### config.mk
export PLATFORM = sky130hd
export DESIGN_NAME = vor_div
export DESIGN_NICKNAME = d
export VERILOG_FILES = /design/src/design/volume_overlap_resampler_macros.svh /design/src/design/vor_pkg.sv /design/src/design/vor_div.sv
export SDC_FILE = /design/constraint.sdc
export NUM_CORES = 1
export LEC_CHECK = 0
export BUFFER_PORTS_ARGS = -buffer_cell sky130_fd_sc_hd__buf_2
export CAP_MARGIN = 20
export CORE_MARGIN = 2
export CORE_UTILIZATION = 57
export CTS_CLUSTER_DIAMETER = 30
export DETAILED_ROUTE_END_ITERATION = 10
export PLACE_DENSITY = 0.86
export RECOVER_POWER = 25
export SYNTH_ARGS = -nofsm -noshare
export SYNTH_HDL_FRONTEND = slang
export SYNTH_SLANG_ARGS = --single-unit
### constraint.sdc
create_clock -name aclk -period 5.6 [get_ports aclk]
set_input_delay 0.84 -clock aclk [delete_from_list [all_inputs] [get_ports aclk]]
set_output_delay 0.84 -clock aclk [all_outputs]
set_load 0.1 [all_outputs]
### src/design/volume_overlap_resampler_macros.svh
// Assertion helpers shared by the resampler RTL
`ifndef VOLUME_OVERLAP_RESAMPLER_MACROS_SVH
`define VOLUME_OVERLAP_RESAMPLER_MACROS_SVH

// Same-cycle implication, checked out of reset
`define VOR_ASSERT_IMPLIES(lbl, ante, cons) \
    lbl: assert property (@(posedge aclk) disable iff (!aresetn) (ante) |-> (cons)) \
        else $error("volume_overlap_resampler: same-cycle check failed");

// Next-cycle implication, checked out of reset
`define VOR_ASSERT_NEXT(lbl, ante, cons) \
    lbl: assert property (@(posedge aclk) disable iff (!aresetn) (ante) |=> (cons)) \
        else $error("volume_overlap_resampler: next-cycle check failed");

`endif

### src/design/vor_pkg.sv
`default_nettype none

package vor_pkg;

    // Store geometry
    localparam int STORE_DEPTH = 32768;
    localparam int ADDR_W      = 15;
    localparam int DATA_W      = 32;
    localparam int SPC_W       = 24;

    // Grid defaults
    localparam int SRC_NX_DEF   = 32;
    localparam int SRC_NY_DEF   = 32;
    localparam int SRC_NZ_DEF   = 32;
    localparam int MAX_SPAN_DEF = 8;

    // Shared divider widths
    localparam int DIV_W = 64;
    localparam int DVS_W = 34;

    // Q0.16 fraction, one needs 17 bits
    localparam int                FRAC_W   = 17;
    localparam logic [FRAC_W-1:0] FRAC_ONE = 17'h10000;

    // Register indexes
    localparam int         CFG_IDX_W     = 3;
    localparam logic [2:0] CFG_SRC_SPC_X = 3'd0;
    localparam logic [2:0] CFG_SRC_SPC_Y = 3'd1;
    localparam logic [2:0] CFG_SRC_SPC_Z = 3'd2;
    localparam logic [2:0] CFG_DST_SPC_X = 3'd3;
    localparam logic [2:0] CFG_DST_SPC_Y = 3'd4;
    localparam logic [2:0] CFG_DST_SPC_Z = 3'd5;
    localparam logic [2:0] CFG_FILL      = 3'd6;

    localparam logic [SPC_W-1:0] SPC_RESET = 24'd65536;

    // Request kinds
    localparam logic KIND_LOAD  = 1'b0;
    localparam logic KIND_QUERY = 1'b1;

    typedef struct packed {
        logic                     kind;
        logic [ADDR_W-1:0]        load_address;
        logic signed [DATA_W-1:0] load_value;
        logic signed [31:0]       corner_x;
        logic signed [31:0]       corner_y;
        logic signed [31:0]       corner_z;
    } in_item_t;

    typedef struct packed {
        logic signed [DATA_W-1:0] resampled_value;
        logic                     empty_flag;
        logic                     clipped_flag;
    } out_item_t;

    // Divider request and response
    typedef struct packed {
        logic             start;
        logic [DIV_W-1:0] dividend;
        logic [DVS_W-1:0] divisor;
    } div_req_t;

    typedef struct packed {
        logic             busy;
        logic             done;
        logic [DIV_W-1:0] quotient;
        logic [DVS_W-1:0] remainder;
    } div_rsp_t;

endpackage

`default_nettype wire

### src/design/vor_div.sv
`default_nettype none

module vor_div (
    input  wire logic               aclk,
    input  wire logic               aresetn,
    input  wire vor_pkg::div_req_t  req,
    output vor_pkg::div_rsp_t       rsp
);

    localparam int CNT_W = $clog2(vor_pkg::DIV_W);
    localparam logic [CNT_W-1:0] CNT_LAST = CNT_W'(vor_pkg::DIV_W - 1);

    logic                        busy_reg;
    logic                        done_reg;
    logic [CNT_W-1:0]            cnt_reg;
    logic [vor_pkg::DVS_W-1:0]   rem_reg;
    logic [vor_pkg::DVS_W-1:0]   dvs_reg;
    logic [vor_pkg::DIV_W-1:0]   quo_reg;
    logic [vor_pkg::DVS_W:0]     trial;
    logic [vor_pkg::DVS_W:0]     diff;
    logic                        fits;

    // Restoring step: one quotient bit per cycle
    always_comb begin
        trial = {rem_reg, quo_reg[vor_pkg::DIV_W-1]};
        diff  = trial - {1'b0, dvs_reg};
        fits  = trial >= {1'b0, dvs_reg};
    end

    // Control
    always_ff @(posedge aclk) begin
        if (!aresetn) begin
            busy_reg <= 1'b0;
            done_reg <= 1'b0;
            cnt_reg  <= '0;
        end else begin
            done_reg <= 1'b0;
            if (req.start && !busy_reg) begin
                busy_reg <= 1'b1;
                cnt_reg  <= '0;
            end else if (busy_reg) begin
                cnt_reg <= cnt_reg + 1'b1;
                if (cnt_reg == CNT_LAST) begin
                    busy_reg <= 1'b0;
                    done_reg <= 1'b1;
                end
            end
        end
    end

    // Datapath
    always_ff @(posedge aclk) begin
        if (req.start && !busy_reg) begin
            quo_reg <= req.dividend;
            rem_reg <= '0;
            dvs_reg <= req.divisor;
        end else if (busy_reg) begin
            rem_reg <= fits ? diff[vor_pkg::DVS_W-1:0] : trial[vor_pkg::DVS_W-1:0];
            quo_reg <= {quo_reg[vor_pkg::DIV_W-2:0], fits};
        end
    end

    assign rsp.busy      = busy_reg;
    assign rsp.done      = done_reg;
    assign rsp.quotient  = quo_reg;
    assign rsp.remainder = rem_reg;

endmodule

`default_nettype wire

Word-level counts from Yosys, hierarchy flattened
Index checks and enable logic that the tools add are counted.
{ "classes": {"addsub": 2, "order_cmp": 1, "eq_ne": 1, "n_mux": 7, "n_bitwise": 2, "reduce_logical": 5} }
{ "op_table": {"columns": ["op", "count"], "rows": [
  ["$mux 64", 2],
  ["$ge 35x34->1", 1],
  ["$mux 34", 1],
  ["$sub 34x34->34", 1],
  ["$add 6x1->6 const B", 1],
  ["$eq 6x6->1 const B", 1],
  ["$mux 1", 4],
  ["$reduce_or 3->1", 1],
  ["$not 1->1", 2],
  ["$reduce_bool 2->1", 1],
  ["$reduce_or 2->1", 1],
  ["$logic_and 1x1->1", 1],
  ["$logic_not 1->1", 1]
]} }
{ "word_totals": {"ff_bits": 140, "inputBits": 101, "out_inout_bits": 100} }

Depth between registers and ports, before layout
Gate-level depths: netlist of run 1.
{ "depth": {"depth_word": 4, "mapped_depth": 14, "mapped_depth_nobuf": 13} }

Worst setup path after synthesis of run 1
OpenSTA, ideal clock, no wires.
{ "synth_timing": {"kind": "flip-flop to flip-flop", "from": "register quo_reg[63] (netlist name)", "to": "register rem_reg[30] (netlist name)", "setup_ps": 120, "arrival_time_ps": 3330, "slack_ps": 2150, "stages_incl_launch_ff": 14, "path_buffers": 0, "synth_period_minus_slack_ps": 3450, "cell_sequence": "edfxtp_1 inv_1 ha_1 inv_1 fa_1 a211oi_1 o21bai_1 a21oi_1 o31ai_1 a31oi_1 o22ai_1 a221oi_1 mux2i_1 nand2_1"} }
{ "synth_between": {"elab_chain_len": 2} }
{ "synth_lines": {"columns": ["item", "line_no", "rtl"], "rows": [
  ["from (decl)", "vor_div.sv:18", "logic [vor_pkg::DIV_W-1:0] quo_reg;"],
  ["from (signal assigned)", "vor_div.sv:54", "quo_reg <= req.dividend;"],
  ["from (signal assigned)", "vor_div.sv:59", "quo_reg <= {quo_reg[vor_pkg::DIV_W-2:0], fits};"],
  ["$sub 34x34->34 / $ge 35x34->1 (equally long branches)", "vor_div.sv:26, vor_div.sv:27", null],
  ["$mux 34 (*)", "vor_div.sv:58", "rem_reg <= fits ? diff[vor_pkg::DVS_W-1:0] : trial[vor_pkg::DVS_W-1:0];"],
  ["to (signal assigned)", "vor_div.sv:58", null],
  ["to (decl)", "vor_div.sv:16", "logic [vor_pkg::DVS_W-1:0] rem_reg;"]
]} }
Every way passes the cells marked *; elsewhere a longest branch is shown, timed or not.
A chain may end at the register's enable or synchronous reset.

Worst setup path after layout of run 1
{ "layout_timing": {"from": "register busy_reg", "to": "register quo_reg[45] (netlist name), data pin"} }
{ "layout_between": {"elab_chain_len": 3} }
{ "layout_lines": {"columns": ["item", "line_no", "rtl"], "rows": [
  ["from (decl)", "vor_div.sv:13", "logic busy_reg;"],
  ["from (signal assigned)", "vor_div.sv:33", "busy_reg <= 1'b0;"],
  ["from (signal assigned)", "vor_div.sv:39", "busy_reg <= 1'b1;"],
  ["from (signal assigned)", "vor_div.sv:44", "busy_reg <= 1'b0;"],
  ["$logic_not 1->1", "vor_div.sv:53", "if (req.start && !busy_reg) begin"],
  ["$logic_and 1x1->1", "vor_div.sv:53", null],
  ["$mux 64", "vor_div.sv:53", null]
]} }
No other way between the ends.

==> results.toml, run 1 <==
[sta]
fin_setup_tns_ns = 0
fmax_mhz = 231.8
setup_viol = 0
relSlewSlack_pct = -10.53
finClkSkew_ns = 0.01479
layout_min_cycle_time_ns = 4.314
finalCritPeriodShare_pct = 77.03
tightest_slew_ns = 1.649
hold_slack_ns = 0.5002
hold_viol_final = 0
rsz0062_at_grt = "no"
slew_violations = 40
setup_ws_ns = 1.286

[worst_setup_path]
required_ns = 5.77
crit_top_cell = "nand2_1"
path_class = "flop to flop"
endpoint_kind = "flop"
cp_max_fo = 59
cp_slowest_stage_delay_ns = 1.28
start_kind = "flop"
crit_arrival_ns = 4.49
cp_slowest_cell = "clkinvlp_2"
cp_cell_sequence = "clkbuf_1 > clkinv_1 > nand2_1 > clkinvlp_2 > buf_4 > nand2_1 > nand2_1"

[synthesis]
synth_nets = 925
synth_top_area_cell = "edfxtp_1"
ys_top_cells_by_area = "edfxtp_1 (39%), nand2_1 (12%), dfxtp_1 (11%), ha_1 (5.9%), mux2i_1 (3.1%)"
async_reset_ff_share_pct = 0
netlist_area_sq_um = 7462
synth_top_area_share_pct = 39.44
avgSynthCellArea_sq_um = 9.470
yosysSeqAreaShare_pct = 50.70
synth_cell_types = 54
yosys_warnings = 0
syn_inst = 788
synth_edf_count = 98
synth.ff_latch_count = 140
synth-main-ff-cell = "edfxtp_1"

[global_route]
grt_start_max_net_pins = 67
grt_pass1_wl_um = 30610
grt_pass1_vias = 6295
grt.overflow.total = 0
grt.total_usage_pct = 27.43
antenna_found_initial = 0

[layout]
layout_commonest_cell = "nand2_1"
multi_input_area_sq_um = 3323
area_delta_synth_final_pct = 23.07
nNetsFinal = 1116
stdcell_area_sq_um = 9184
layout.cells.non_filler = 1164
num-fill-cells = 984
utilization_pct = 72.19
drive_above_1_share_pct = 25.10
largest_reg_flops = 64
antenna_cells = 0
seqCellArea_sq_um = 3784
final_cell_mix = "nand2_1 (237), buf_2 (200), edfxtp_1 (98)"

[status]
status = "finished with violations"
violations = "capacitance limit, slew limit"

[power]
p_leak_nw = 4.504
p_total_mw = 5.564
p_sw_share_pct = 49.79
p_sw_mw = 2.771
power_density_nw_per_um2 = 605.9
clkPwrFrac_pct = 21.9
cellInternalPower_mw = 2.794
combPwrFrac_pct = 51.5
ir_drop_mv = 0.3145
pwr-share-seq_pct = 26.6

[placed_design]
placed_cells = 1132
dp_hpwl_um = 13460
pre_cts_ws_ns = 2.057
place_area_sq_um = 8556
place_congestion = 0.9602
portBuffers = 200

[floorplanning]
io_pins = 201
rows = 41
die_width_um = 118.4
die_h_um = 118.4
core_area_sq_um = 12720
start_util_pct = 58.65
die_area_sq_um = 14020

[worst_hold_path]
min_path_type = "flop to flop"

[clock_tree]
cts_hold_buf = 0
cts_tree = "done"
numCtsBuffers = 17
root_buffer = "clkbuf_16"
post_cts_buffers = 0
cts-resized-gates = 0
clockBufferDepth = 2
cts_max_level = 4
clock_sinks = 140
cts.reportedPaths.clkPinSlew_ns = 0.06
clk_latency_ns = 0.42

[detailed_routing]
drc_errors = 0
wl_um = 19190
drtPass1Iterations = 6
wire_per_inst_um = 16.48
drtIter0Drc = 421
ant_nets = 0
via_count = 6427
viasPerCell = 5.521

[flow_run]
drv_cap = 1
## power groups by stage
stage	clock network, mW	registers (mW)	logic, mW
after floorplan	0	2.68	1.20
after global placement	0	1.49	2.81
after detailed placement	0	1.50	2.84
after CTS	1.23	1.48	2.85
after global routing	1.28	1.51	3.03
final	1.22	1.48	2.87
## cell type report
type / count / area share (%)
Multi-Input combinational cell: 565 / 36.19
Inverter: 49 / 2.016
Timing Repair Buffer: 206 / 11.35
Clock buffer: 18 / 4.673
Sequential cell: 140 / 41.20
Tap cell: 172 / 2.343
Clock inverter: 14 / 2.234
## cell usage after synthesis, drive strengths merged, types with 2 or more instances
| cell type | count |
|---|---|
| mux2i | 23 |
| or2 | 3 |
| a21oi | 44 |
| and2 | 3 |
| edfxtp | 98 |
| xnor2 | 17 |
| nor2 | 24 |
| nand3 | 7 |
| a211o | 2 |
| nor3b | 3 |
| clkbuf | 22 |
| o21bai | 8 |
| ha | 35 |
| a31oi | 6 |
| a21o | 30 |
| a32oi | 9 |
| buf | 12 |
| nor3 | 5 |
| dfxtp | 42 |
| a211oi | 9 |
| o21ai | 40 |
| o21a | 5 |
| nand2 | 239 |
| nand4 | 7 |
| o22ai | 3 |
| o31ai | 3 |
| nand2b | 2 |
| inv | 48 |
| a221oi | 3 |
| and3 | 5 |
| xor2 | 17 |
## final timing paths
| kind | from | end | slack, ns | cells after the start |
|---|---|---|---|---|
| max | busy_reg | quo_reg[45] | 1.29 | 7 |
| min | rem_reg[23] | rem_reg[23] | 0.50 | 2 |
| max reg2reg | busy_reg | quo_reg[45] | 1.29 | 7 |
| min reg2reg | rem_reg[23] | rem_reg[23] | 0.50 | 2 |
## critical path: cells and delay by family, from the launching register on
family | cells | cell delay (ns)
buffers and inverters | 4 | 3.30
AND/OR/NAND/NOR | 3 | 0.41
flip-flops | 1 | 0.31
## routing by layer
layer	global-route usage (%)	wire length, um	vias up
li1	-	-	3124
met5	0	0	-
met3	8.205	1618	33
met1	33.21	7687	2983
met4	9.301	374	0
met2	46.71	9507	287
## cells by family (layout without fill, tap and decap cells)
kind of cell / after synthesis / in the layout / share of synthesized area (%)
muxes: 23 / 23 / 3.085
DFF: 140 / 140 / 50.70
buffers and inverters: 83 / 287 / 4.795
adders and majority gates: 36 / 36 / 6.137
and+or+nand+nor: 302 / 302 / 16.47
AOI/OAI and AO/OA: 170 / 170 / 14.82
xor gates and xnor gates: 34 / 34 / 3.991
(Power assumes the default switching activity.)
==> inputs of run 2 (changes only) <==
--- a/config.mk
+++ b/config.mk
@@ -8,10 +8,10 @@
 export BUFFER_PORTS_ARGS = -buffer_cell sky130_fd_sc_hd__buf_2
 export CAP_MARGIN = 20
 export CORE_MARGIN = 2
-export CORE_UTILIZATION = 57
+export CORE_UTILIZATION = 53
 export CTS_CLUSTER_DIAMETER = 30
 export DETAILED_ROUTE_END_ITERATION = 10
-export PLACE_DENSITY = 0.86
+export PLACE_DENSITY = 0.8
 export RECOVER_POWER = 25
 export SYNTH_ARGS = -nofsm -noshare
 export SYNTH_HDL_FRONTEND = slang
==> constraint.sdc (replaced) <==
create_clock -name aclk -period 4.3 [get_ports aclk]
set_input_delay 0.645 -clock aclk [delete_from_list [all_inputs] [get_ports aclk]]
set_output_delay 0.645 -clock aclk [all_outputs]
set_load 0.1 [all_outputs]
==> results.toml, run 2 (synthesized netlist as in run 1, its figures left out) <==
[power]
cellInternalPower_mw = 3.556
p_sw_share_pct = 50.19
pwr-share-seq_pct = 27.0
p_leak_nw = 4.350
clkPwrFrac_pct = 21.0
p_sw_mw = 3.583
ir_drop_mv = 0.3665
power_density_nw_per_um2 = 784.1
combPwrFrac_pct = 52.0

[layout]
final_cell_mix = "nand2_1 (236), buf_2 (152), edfxtp_1 (98)"
antenna_cells = 0
area_delta_synth_final_pct = 22.02
layout_commonest_cell = "nand2_1"
nNetsFinal = 1117
drive_above_1_share_pct = 20.34
num-fill-cells = 1144
largest_reg_flops = 64

[floorplanning]
die_area_sq_um = 15040
io_pins = 201
rows = 43
core_area_sq_um = 13830
die_width_um = 122.7
start_util_pct = 53.97
die_h_um = 122.7

[detailed_routing]
drtPass1Iterations = 5
via_count = 6396
drc_errors = 0
viasPerCell = 5.453
wl_um = 18840
ant_nets = 0
drtIter0Drc = 404
wire_per_inst_um = 16.06

[sta]
tightest_slew_ns = 1.621
relSlewSlack_pct = -8.068
finalCritPeriodShare_pct = 80.01
hold_viol_final = 0
hold_slack_ns = 0.3904
rsz0062_at_grt = "no"
setup_viol = 0
layout_min_cycle_time_ns = 3.441
slew_violations = 32
fin_setup_tns_ns = 0
finClkSkew_ns = 0.01258
fmax_mhz = 290.7

[placed_design]
place_congestion = 0.9375
dp_hpwl_um = 13380
portBuffers = 200

[worst_setup_path]
cp_max_fo = 5
crit_arrival_ns = 3.74
endpoint_kind = "flop"
required_ns = 4.60
path_class = "flop to flop"
start_kind = "flop"
ff2ff_path_depth = 13

[clock_tree]
post_cts_buffers = 0
numCtsBuffers = 17
root_buffer = "clkbuf_16"
clockBufferDepth = 2
cts-resized-gates = 0
cts_max_level = 4
cts.reportedPaths.clkPinSlew_ns = 0.06
cts_hold_buf = 0
clock_sinks = 140
clk_latency_ns = 0.42
cts_tree = "done"

[worst_hold_path]
min_path_cells = 1
min_path_type = "primary input to flop"

[global_route]
grt_pass1_wl_um = 29300
grt.total_usage_pct = 25.18
grt_start_max_net_pins = 67
grt.overflow.total = 0
antenna_found_initial = 1
grt_pass1_vias = 6146

[status]
status = "finished with violations"
violations = "capacitance limit, slew limit"

[flow_run]
drv_cap = 1
==> run 2: cell count changes in the layout (fill, tap and decap cells not counted), sizes merged <==
cell and delta:
inv -4, clkbuf +50, buf -48, bufinv -1
clkinv +4
==> run 2: worst paths after layout <==
kind	startpoint	endpoint	slack [ns]
worst min-delay path	req[2]	dvs_reg[2]	0.39
worst min register to register	rem_reg[7]	rem_reg[7]	0.50
worst max register to register	quo_reg[63]	rem_reg[30]	0.86
worst max-delay path	quo_reg[63]	rem_reg[30]	0.86
==> run 2: power groups by stage <==
stage          registers (mW)  clock network [mW]  logic, mW
2_1_floorplan            3.49                   0       1.56
3_3_place_gp             1.94                   0       3.66
3_5_place_dp             1.95                   0       3.70
4_1_cts                  1.93                1.51       3.73
5_1_grt                  1.96                1.58       3.94
6_report                 1.93                1.50       3.71
==> run 2: routing by layer <==
metal  global-route usage [%]  up-vias  wire (um)
met3                    8.364       24       1565
li1                         -     3127          -
met5                        0        -          0
met1                    30.54     2991       7742
met4                    7.830        0        275
met2                    42.47      254       9253
==> run 2: critical path: stages (launching register included) <==
cell,delay [ns]
edfxtp_1,0.38
inv_1,0.09
ha_1,0.16
inv_1,0.05
fa_1,0.41
a211oi_1,0.31
o21bai_1,0.13
a21oi_1,0.28
o31ai_1,0.22
a31oi_1,0.45
o22ai_1,0.22
a221oi_1,0.33
mux2i_1,0.23
nand2_1,0.06
==> run 2: cell type report <==
cell class              instances  area [sq um]  share of cell area [%]
clock buffers                  19         432.9                   4.755
well taps                     180         225.2                   2.474
clock inverters                13         166.4                   1.828
multi-input cells             565          3326                   36.53
repair buffers                207         985.9                   10.83
inverters                      49         185.2                   2.034
flip-flops and latches        140          3784                   41.56
==> run 2: metrics by stage <==
stage | total power [mW] | setup WS [ns] | cells | utilization (%) | area, sq um
final | 7.140 | 0.8595 | 1173 | 65.85 | 9105
after global routing | 7.477 | 0.5385 | 1173 | 65.85 | 9105
after CTS | 7.162 | 0.9194 | 1173 | 66.34 | 9173
after detailed placement | 5.649 | 0.9744 | 1141 | 62.00 | 8573
after global placement | 5.600 | 1.115 | 1141 | 62.00 | 8573
after floorplan | 5.051 | 0.8503 | 788 | - | 7462
